### config.mk
export PLATFORM = sky130hd
export DESIGN_NAME = fast_atan2_approx
export DESIGN_NICKNAME = d
export VERILOG_FILES = /design/src/rtl/core/fa2_pkg.sv /design/src/rtl/core/fa2_prep.sv /design/src/rtl/core/fa2_div_cell.sv /design/src/rtl/core/fa2_poly.sv /design/src/rtl/core/fast_atan2_approx.sv
export SDC_FILE = /design/constraint.sdc
export NUM_CORES = 2
export LEC_CHECK = 0
export BUFFER_PORTS_ARGS = -buffer_cell sky130_fd_sc_hd__buf_4
export CORE_MARGIN = 2
export CORE_UTILIZATION = 60
export CTS_BUF_LIST = sky130_fd_sc_hd__clkbuf_4
export DETAILED_ROUTE_END_ITERATION = 16
export PLACE_DENSITY = 0.76
export SYNTH_ARGS = -nofsm -noshare
export SYNTH_HDL_FRONTEND = slang
export SYNTH_HIERARCHICAL = 1
export SYNTH_SLANG_ARGS = --single-unit
### constraint.sdc
create_clock -name clk -period 49.3 [get_ports clk]
set_clock_uncertainty 0.05 [all_clocks]
set_input_delay 4.93 -clock clk [delete_from_list [all_inputs] [get_ports clk]]
set_output_delay 4.93 -clock clk [all_outputs]
set_load 0.02 [all_outputs]
### src/rtl/core/fa2_pkg.sv
package fa2_pkg;

    // Defaults for the top-level parameters
    localparam int IN_WIDTH_DEF   = 16;
    localparam int ANGLE_FRAC_DEF = 13;

    // Ratio r is signed Q1.15; the divider yields one quotient bit per cell
    localparam int R_FRAC   = 15;
    localparam int QUO_BITS = R_FRAC + 1;
    localparam int RSQ_W    = 2 * QUO_BITS;

    // Cubic coefficients, unsigned Q1.15
    localparam int COEF_CUBE = 6432;
    localparam int COEF_LIN  = 32168;

    // Polynomial term width (always negative, magnitude below 2^45)
    localparam int T_W = 48;

    // Angle sum is exact in Q.60
    localparam int SUM_W    = 64;
    localparam int SUM_FRAC = 4 * R_FRAC;

    localparam logic signed [SUM_W-1:0] BASE_QUARTER       = 64'sh0C90FDAA22168C23;
    localparam logic signed [SUM_W-1:0] BASE_THREE_QUARTER = 64'sh25B2F8FE6643A46A;

    // Sign and branch bits that ride along with each transaction
    typedef struct packed {
        logic num_neg;   // ratio numerator negative
        logic hi_base;   // x negative: base is 3pi/4
        logic y_neg;     // final angle is negated
    } fa2_flags_t;

endpackage

### src/rtl/core/fa2_prep.sv
module fa2_prep #(
    parameter int IN_WIDTH = fa2_pkg::IN_WIDTH_DEF
) (
    input  logic                       clk,
    input  logic                       rst_n,
    input  logic                       in_valid,
    output logic                       in_ready,
    input  logic [IN_WIDTH-1:0]        y_value,
    input  logic [IN_WIDTH-1:0]        x_value,
    output logic                       out_valid,
    input  logic                       out_ready,
    output logic [IN_WIDTH+2:0]        out_rem,
    output logic [IN_WIDTH+1:0]        out_den,
    output fa2_pkg::fa2_flags_t        out_flags
);
    import fa2_pkg::*;

    localparam int DEN_W = IN_WIDTH + 2;
    localparam int REM_W = IN_WIDTH + 3;

    logic             load;
    logic             y_neg;
    logic             x_neg;
    logic [DEN_W-1:0] yy;
    logic [DEN_W-1:0] xx;
    logic [DEN_W-1:0] ay;
    logic [DEN_W-1:0] num;
    logic [DEN_W-1:0] num_mag;

    logic             valid_reg;
    logic [REM_W-1:0] rem_reg;
    logic [REM_W-1:0] rem_next;
    logic [DEN_W-1:0] den_reg;
    logic [DEN_W-1:0] den_next;
    fa2_flags_t       flags_reg;
    fa2_flags_t       flags_next;

    assign load     = !valid_reg || out_ready;
    assign in_ready = load;

    always_comb
    begin
        y_neg = y_value[IN_WIDTH-1];
        x_neg = x_value[IN_WIDTH-1];
        // one extra fractional bit on both operands
        yy = {y_neg, y_value, 1'b0};
        xx = {x_neg, x_value, 1'b0};
        // |2y| + 1 keeps the divisor nonzero
        ay = (y_neg ? (~yy + DEN_W'(1)) : yy) + DEN_W'(1);
        if (x_neg)
        begin
            num      = xx + ay;
            den_next = ay - xx;
        end
        else
        begin
            num      = xx - ay;
            den_next = xx + ay;
        end
        num_mag            = num[DEN_W-1] ? (~num + DEN_W'(1)) : num;
        rem_next           = {1'b0, num_mag};
        flags_next.num_neg = num[DEN_W-1];
        flags_next.hi_base = x_neg;
        flags_next.y_neg   = y_neg;
    end

    always_ff @(posedge clk or negedge rst_n)
    begin
        if (!rst_n)
            valid_reg <= 1'b0;
        else if (load)
            valid_reg <= in_valid;
    end

    always_ff @(posedge clk)
    begin
        if (load)
        begin
            rem_reg   <= rem_next;
            den_reg   <= den_next;
            flags_reg <= flags_next;
        end
    end

    assign out_valid = valid_reg;
    assign out_rem   = rem_reg;
    assign out_den   = den_reg;
    assign out_flags = flags_reg;

endmodule

### src/rtl/core/fa2_div_cell.sv
module fa2_div_cell #(
    parameter int IN_WIDTH = fa2_pkg::IN_WIDTH_DEF
) (
    input  logic                            clk,
    input  logic                            rst_n,
    input  logic                            in_valid,
    output logic                            in_ready,
    input  logic [IN_WIDTH+2:0]             in_rem,
    input  logic [IN_WIDTH+1:0]             in_den,
    input  logic [fa2_pkg::QUO_BITS-1:0]    in_quo,
    input  fa2_pkg::fa2_flags_t             in_flags,
    output logic                            out_valid,
    input  logic                            out_ready,
    output logic [IN_WIDTH+2:0]             out_rem,
    output logic [IN_WIDTH+1:0]             out_den,
    output logic [fa2_pkg::QUO_BITS-1:0]    out_quo,
    output fa2_pkg::fa2_flags_t             out_flags
);
    import fa2_pkg::*;

    localparam int DEN_W = IN_WIDTH + 2;
    localparam int REM_W = IN_WIDTH + 3;

    logic                load;
    logic                quo_bit;
    logic [REM_W-1:0]    diff;

    logic                valid_reg;
    logic [REM_W-1:0]    rem_reg;
    logic [REM_W-1:0]    rem_next;
    logic [DEN_W-1:0]    den_reg;
    logic [QUO_BITS-1:0] quo_reg;
    logic [QUO_BITS-1:0] quo_next;
    fa2_flags_t          flags_reg;

    assign load     = !valid_reg || out_ready;
    assign in_ready = load;

    // restoring step: remainder stays below den, so the shift never overflows
    always_comb
    begin
        quo_bit  = (in_rem >= REM_W'(in_den));
        diff     = in_rem - (quo_bit ? REM_W'(in_den) : '0);
        rem_next = {diff[REM_W-2:0], 1'b0};
        quo_next = {in_quo[QUO_BITS-2:0], quo_bit};
    end

    always_ff @(posedge clk or negedge rst_n)
    begin
        if (!rst_n)
            valid_reg <= 1'b0;
        else if (load)
            valid_reg <= in_valid;
    end

    always_ff @(posedge clk)
    begin
        if (load)
        begin
            rem_reg   <= rem_next;
            den_reg   <= in_den;
            quo_reg   <= quo_next;
            flags_reg <= in_flags;
        end
    end

    assign out_valid = valid_reg;
    assign out_rem   = rem_reg;
    assign out_den   = den_reg;
    assign out_quo   = quo_reg;
    assign out_flags = flags_reg;

endmodule

### src/rtl/core/fa2_poly.sv
module fa2_poly #(
    parameter int ANGLE_FRAC = fa2_pkg::ANGLE_FRAC_DEF
) (
    input  logic                            clk,
    input  logic                            rst_n,
    input  logic                            in_valid,
    output logic                            in_ready,
    input  logic [fa2_pkg::QUO_BITS-1:0]    in_quo,
    input  fa2_pkg::fa2_flags_t             in_flags,
    output logic                            out_valid,
    input  logic                            out_stall,
    output logic [ANGLE_FRAC+2:0]           angle
);
    import fa2_pkg::*;

    localparam int NST     = 6;
    localparam int ANGLE_W = ANGLE_FRAC + 3;
    localparam int SH      = SUM_FRAC - ANGLE_FRAC;
    localparam int OVF_LSB = SH + ANGLE_W - 1;
    localparam logic [SUM_W-1:0] HALF     = SUM_W'(1) << (SH - 1);
    localparam logic [T_W-1:0]   LIN_TERM = T_W'(COEF_LIN) << (2 * R_FRAC);

    logic ld [NST];
    logic valid_reg [NST];

    // stage 1: signed ratio and its square
    logic [QUO_BITS-1:0]     r1_reg;
    logic [QUO_BITS-1:0]     r1_next;
    logic [RSQ_W-1:0]        rsq1_reg;
    logic [RSQ_W-1:0]        rsq1_next;
    fa2_flags_t              fl1_reg;
    // stage 2: C3*r^2 - C1
    logic signed [T_W-1:0]   t2_reg;
    logic signed [T_W-1:0]   t2_next;
    logic signed [QUO_BITS-1:0] r2_reg;
    fa2_flags_t              fl2_reg;
    // stage 3: times r
    logic signed [SUM_W-1:0] prod3_reg;
    logic signed [SUM_W-1:0] prod3_next;
    fa2_flags_t              fl3_reg;
    // stage 4: plus base
    logic signed [SUM_W-1:0] sum4_reg;
    logic signed [SUM_W-1:0] sum4_next;
    logic                    yneg4_reg;
    // stage 5: magnitude and result sign
    logic [SUM_W-1:0]        mag5_reg;
    logic [SUM_W-1:0]        mag5_next;
    logic                    neg5_reg;
    logic                    neg5_next;
    // stage 6: rounding, saturation, sign
    logic [SUM_W-1:0]        rnd;
    logic [ANGLE_W-2:0]      mag_out;
    logic [ANGLE_W-1:0]      angle_reg;
    logic [ANGLE_W-1:0]      angle_next;

    // each stage loads when empty or when the next one moves on
    always_comb
    begin
        ld[NST-1] = !valid_reg[NST-1] || !out_stall;
        for (int k = NST - 2; k >= 0; k--)
            ld[k] = !valid_reg[k] || ld[k+1];
    end

    assign in_ready = ld[0];

    always_ff @(posedge clk or negedge rst_n)
    begin
        if (!rst_n)
        begin
            for (int k = 0; k < NST; k++)
                valid_reg[k] <= 1'b0;
        end
        else
        begin
            if (ld[0])
                valid_reg[0] <= in_valid;
            for (int k = 1; k < NST; k++)
                if (ld[k])
                    valid_reg[k] <= valid_reg[k-1];
        end
    end

    always_comb
    begin
        r1_next    = in_flags.num_neg ? (~in_quo + QUO_BITS'(1)) : in_quo;
        // r^2 equals q^2 whatever the sign
        rsq1_next  = RSQ_W'(in_quo) * RSQ_W'(in_quo);
        t2_next    = $signed(T_W'(rsq1_reg) * T_W'(COEF_CUBE) - LIN_TERM);
        prod3_next = SUM_W'(t2_reg) * SUM_W'(r2_reg);
        sum4_next  = (fl3_reg.hi_base ? BASE_THREE_QUARTER : BASE_QUARTER) + prod3_reg;
        neg5_next  = sum4_reg[SUM_W-1] ^ yneg4_reg;
        mag5_next  = sum4_reg[SUM_W-1] ? (~sum4_reg + SUM_W'(1)) : sum4_reg;
        // round half away from zero on the magnitude, then clamp
        rnd        = mag5_reg + HALF;
        mag_out    = (|rnd[SUM_W-1:OVF_LSB]) ? '1 : rnd[OVF_LSB-1:SH];
        angle_next = neg5_reg ? (~{1'b0, mag_out} + ANGLE_W'(1)) : {1'b0, mag_out};
    end

    always_ff @(posedge clk)
    begin
        if (ld[0])
        begin
            r1_reg   <= r1_next;
            rsq1_reg <= rsq1_next;
            fl1_reg  <= in_flags;
        end
        if (ld[1])
        begin
            t2_reg  <= t2_next;
            r2_reg  <= $signed(r1_reg);
            fl2_reg <= fl1_reg;
        end
        if (ld[2])
        begin
            prod3_reg <= prod3_next;
            fl3_reg   <= fl2_reg;
        end
        if (ld[3])
        begin
            sum4_reg  <= sum4_next;
            yneg4_reg <= fl3_reg.y_neg;
        end
        if (ld[4])
        begin
            mag5_reg <= mag5_next;
            neg5_reg <= neg5_next;
        end
        if (ld[5])
            angle_reg <= angle_next;
    end

    assign out_valid = valid_reg[NST-1];
    assign angle     = angle_reg;

endmodule

### src/rtl/core/fast_atan2_approx.sv
// Channel  | Handshake            | Payload
// ---------+----------------------+----------------------------------------
// input    | in_valid / in_stall  | y_value, x_value: signed IN_WIDTH bits
// output   | out_valid / out_stall| angle: signed Q3.ANGLE_FRAC radians
//
// One transaction per cycle sustained while out_stall is low; the pipeline has
// 1 operand stage, 16 divider cells and 6 polynomial and rounding stages.
// The ratio divider is a row of restoring cells, one quotient bit per cell.
// Reset clears only the valid bits; the data registers are not reset.
// out_stall freezes the output register; earlier stages keep filling bubbles,
// and in_stall rises only once every stage holds a transaction.
module fast_atan2_approx #(
    parameter int IN_WIDTH   = fa2_pkg::IN_WIDTH_DEF,
    parameter int ANGLE_FRAC = fa2_pkg::ANGLE_FRAC_DEF
) (
    input  logic                  clk,
    input  logic                  rst_n,
    input  logic                  in_valid,
    output logic                  in_stall,
    input  logic [IN_WIDTH-1:0]   y_value,
    input  logic [IN_WIDTH-1:0]   x_value,
    output logic                  out_valid,
    input  logic                  out_stall,
    output logic [ANGLE_FRAC+2:0] angle
);
    import fa2_pkg::*;

    localparam int DEN_W   = IN_WIDTH + 2;
    localparam int REM_W   = IN_WIDTH + 3;
    localparam int ANGLE_W = ANGLE_FRAC + 3;
    localparam logic [ANGLE_W-1:0] ANGLE_MIN = {1'b1, {(ANGLE_W-1){1'b0}}};
    localparam logic [QUO_BITS-1:0] QUO_ONE  = QUO_BITS'(1) << R_FRAC;

    // link k feeds divider cell k; link QUO_BITS feeds the polynomial
    logic                valid_w [QUO_BITS+1];
    logic                ready_w [QUO_BITS+1];
    logic [REM_W-1:0]    rem_w   [QUO_BITS+1];
    logic [DEN_W-1:0]    den_w   [QUO_BITS+1];
    logic [QUO_BITS-1:0] quo_w   [QUO_BITS+1];
    fa2_flags_t          flags_w [QUO_BITS+1];
    logic                prep_ready;

    assign in_stall = !prep_ready;
    assign quo_w[0] = '0;

    fa2_prep #(
        .IN_WIDTH (IN_WIDTH)
    ) u_prep (
        .clk       (clk),
        .rst_n     (rst_n),
        .in_valid  (in_valid),
        .in_ready  (prep_ready),
        .y_value   (y_value),
        .x_value   (x_value),
        .out_valid (valid_w[0]),
        .out_ready (ready_w[0]),
        .out_rem   (rem_w[0]),
        .out_den   (den_w[0]),
        .out_flags (flags_w[0])
    );

    for (genvar i = 0; i < QUO_BITS; i++)
    begin : g_cell
        fa2_div_cell #(
            .IN_WIDTH (IN_WIDTH)
        ) u_cell (
            .clk       (clk),
            .rst_n     (rst_n),
            .in_valid  (valid_w[i]),
            .in_ready  (ready_w[i]),
            .in_rem    (rem_w[i]),
            .in_den    (den_w[i]),
            .in_quo    (quo_w[i]),
            .in_flags  (flags_w[i]),
            .out_valid (valid_w[i+1]),
            .out_ready (ready_w[i+1]),
            .out_rem   (rem_w[i+1]),
            .out_den   (den_w[i+1]),
            .out_quo   (quo_w[i+1]),
            .out_flags (flags_w[i+1])
        );
    end

    fa2_poly #(
        .ANGLE_FRAC (ANGLE_FRAC)
    ) u_poly (
        .clk       (clk),
        .rst_n     (rst_n),
        .in_valid  (valid_w[QUO_BITS]),
        .in_ready  (ready_w[QUO_BITS]),
        .in_quo    (quo_w[QUO_BITS]),
        .in_flags  (flags_w[QUO_BITS]),
        .out_valid (out_valid),
        .out_stall (out_stall),
        .angle     (angle)
    );

    // quotient never exceeds one, and reaches it only for a negative ratio
    a_quo_range: assert property (@(posedge clk) disable iff (!rst_n)
        valid_w[QUO_BITS] |-> (quo_w[QUO_BITS] < QUO_ONE) ||
            (quo_w[QUO_BITS] == QUO_ONE && flags_w[QUO_BITS].num_neg))
        else $error("divider quotient out of range");

    // saturation keeps the angle symmetric
    a_angle_sym: assert property (@(posedge clk) disable iff (!rst_n)
        out_valid |-> angle != ANGLE_MIN)
        else $error("angle hit the most negative code");

    // input backpressure only when the output is held
    a_stall_full: assert property (@(posedge clk) disable iff (!rst_n)
        in_stall |-> out_valid && out_stall)
        else $error("input stalled while the output is free");

    // a held result stays valid and unchanged
    a_out_hold: assert property (@(posedge clk) disable iff (!rst_n)
        out_valid && out_stall |=> out_valid && $stable(angle))
        else $error("held result changed");

endmodule
==> metrics.yaml <==
critical_path:
  start_kind: "primary input"
  critPathSlowestCell: "sky130_fd_sc_hd__nand2b_2"
  timing.reg2reg.setup_slack_ns: 35.00
  critical_path_s_largest_stage_delay_ns: 0.95
  cp.arrival_ns: 18.82
  r2r_end: "u_prep/out_rem[17]"
  critPathMaxFanout: 56
  regToRegStartpoint: "u_poly/valid_reg[1]"
  reg2reg_depth: 30
  path_class: "primary input to primary output"
  critPathCaptureType: "primary output"
  critical_path.most_common_cell: "sky130_fd_sc_hd__nand2b_2"
  critPathRequiredTime_ns: 44.32
timing:
  maxSlewHeadroom_pct: 19.1
  finalHoldViolCount: 0
  report.final.setup_viol: 0
  final_setup_tns_ns: 0
  fmaxAchievable_ghz: 0.0420
  final.min_clock_period_ns: 23.80
  final_max_slew_viol_count: 0
  tightestPinTransition_ns: 1.20
  period_share_pct: 48.3
  grt_setup_unrepaired: "no"
logic_synthesis:
  mappedNetlistArea_mm2: 0.0901
  netlist_instances: 8503
  ys_warn_count: 6
  postSynthAreaPerCell_um2: 10.6
clock_tree:
  postCtsHoldBufs: 0
  clock_tree.root_cell: "sky130_fd_sc_hd__clkbuf_4"
  cts.clk_slew.worst_paths_ns: 0.06
  htreeDepth: 5
  clk_latency_ns: 1.24
  cts_post_setup_buffers_inserted: 0
  numClockSinks: 1002
  cts-buffers-inserted: 279
  cts_tree: "yes"
  clockBufferDepth: 4
  cts.repair.resized: 0
floorplan:
  floorplan.initialDensity_pct: 60.3
  chipHeight_um: 392
  boundaryPins: 54
  die_w_um: 392
  fp.dieArea_mm2: 0.153
  std_cell_rows: 142
  core_region_area_mm2: 0.149
global_route:
  grtUsageTotal_pct: 25.7
  grt_max_degree: 61
  grt-ovfl-total: 0
  global_route_wire_length_before_repair_um: 318000
  grt_pass1_vias: 64200
  antenna_found_initial: 4
routing:
  detail_route.iter0.violations: 4011
  totalWireLength_um: 190000
  detail_route.vias_per_cell: 5.62
  detailedRoute.firstPassIterationCount: 8
  post_drt_wl_per_cell_um: 17.5
  drt.antenna.violating_nets: 0
  drc: 0
  route.vias.total: 61000
worst_hold_path:
  hp-start: "g_cell[6].u_cell/out_quo[0]"
  kind_of_path_behind_the_tightest_hold_check: "register to register"
  whs_endpoint: "g_cell[7].u_cell/out_quo[1]"
  whs_path_depth: 0
run:
  max_cap_viol_count: 0
placement:
  post-dp-hpwl_um: 147000
  gp_routability_congestion: 0.909
  place.port_buffers: 53
cells_and_area:
  layout-area-overhead-vs-synth_pct: 6.22
  layout-drive-gt1-share_pct: 8.10
  num-nets-final: 10500
status:
  outcome: "completed"
-- cells in the final DEF, fill, tap and decap left out, types with 30 or more instances in the layout --
master and n:
sky130_fd_sc_hd__or3_1 32, sky130_fd_sc_hd__a21oi_2 32, sky130_fd_sc_hd__nor2b_1 86, sky130_fd_sc_hd__a211oi_1 47, sky130_fd_sc_hd__a21oi_1 397, sky130_fd_sc_hd__o21ai_0 182, sky130_fd_sc_hd__buf_4 91, sky130_fd_sc_hd__a21o_1 255
sky130_fd_sc_hd__nor2_1 294, sky130_fd_sc_hd__and3_1 33, sky130_fd_sc_hd__a31oi_1 60, sky130_fd_sc_hd__nor3_1 60, sky130_fd_sc_hd__nand3_1 103, sky130_fd_sc_hd__nand2b_1 126, sky130_fd_sc_hd__inv_1 1476, sky130_fd_sc_hd__clkbuf_4 371
sky130_fd_sc_hd__xor2_1 213, sky130_fd_sc_hd__ha_1 966, sky130_fd_sc_hd__clkinv_1 48, sky130_fd_sc_hd__nor4_1 36, sky130_fd_sc_hd__nand4_1 76, sky130_fd_sc_hd__nand2_1 888, sky130_fd_sc_hd__edfxtp_1 979, sky130_fd_sc_hd__fa_1 834
sky130_fd_sc_hd__o21a_1 57, sky130_fd_sc_hd__and2_1 296, sky130_fd_sc_hd__a211o_1 30, sky130_fd_sc_hd__xnor2_1 256
-- per-stage QoR --
stage               worst slack [ns]  util (%)  instance area (µm²)  hold WS (ns)  std cells
global placement               25.73      61.8                92400         0.352      10400
finish                         25.50      64.1                95700         0.278      10900
global route                   24.07      64.0                95700         0.274      10900
detailed placement             25.30      61.8                92400         0.355      10400
CTS                            25.22      64.0                95700         0.280      10800
floorplan                      15.65         -                90100         0.350       8505
-- critical path: cells and delay by family --
| family | cells | cell delay (ns) |
|---|---|---|
| buffers and inverters | 13 | 5.21 |
| and+or+nand+nor | 20 | 8.53 |
-- metal layers --
metal  global-route usage [%]  share of wire (%)  wire, µm  vias to the layer above
met5                        0             0.0068        13                        -
met1                     32.2                 41     77800                    29800
met3                     4.84                6.6     12500                      424
met4                     9.90                3.4      6370                        2
li1                         -                  -         -                    28900
met2                     44.0                 49     93200                     1882
-- layout make-up --
class,count,area (µm²)
clock buffer,371,2790
fill,11600,53700
timing repair buffer,91,683
inverter,1482,5560
clock inverter,76,490
sequential,1002,30000
tap,2016,2520
antenna,10,25.0
multi-input combinational,5804,53700
-- worst max-delay path by stage --
| stage | start | to | depth (start not counted) |
|---|---|---|---|
| 3_5_place_dp | out_stall | in_stall | 33 |
| 5_1_grt | out_stall | in_stall | 33 |
| 2_1_floorplan | out_stall | in_stall | 21 |
| 6_report | out_stall | in_stall | 33 |
| 3_3_place_gp | out_stall | in_stall | 33 |
| 4_1_cts | out_stall | in_stall | 33 |
Power is not shown: default switching activity piles up to over one toggle a cycle in this logic, so the estimate is an artifact.
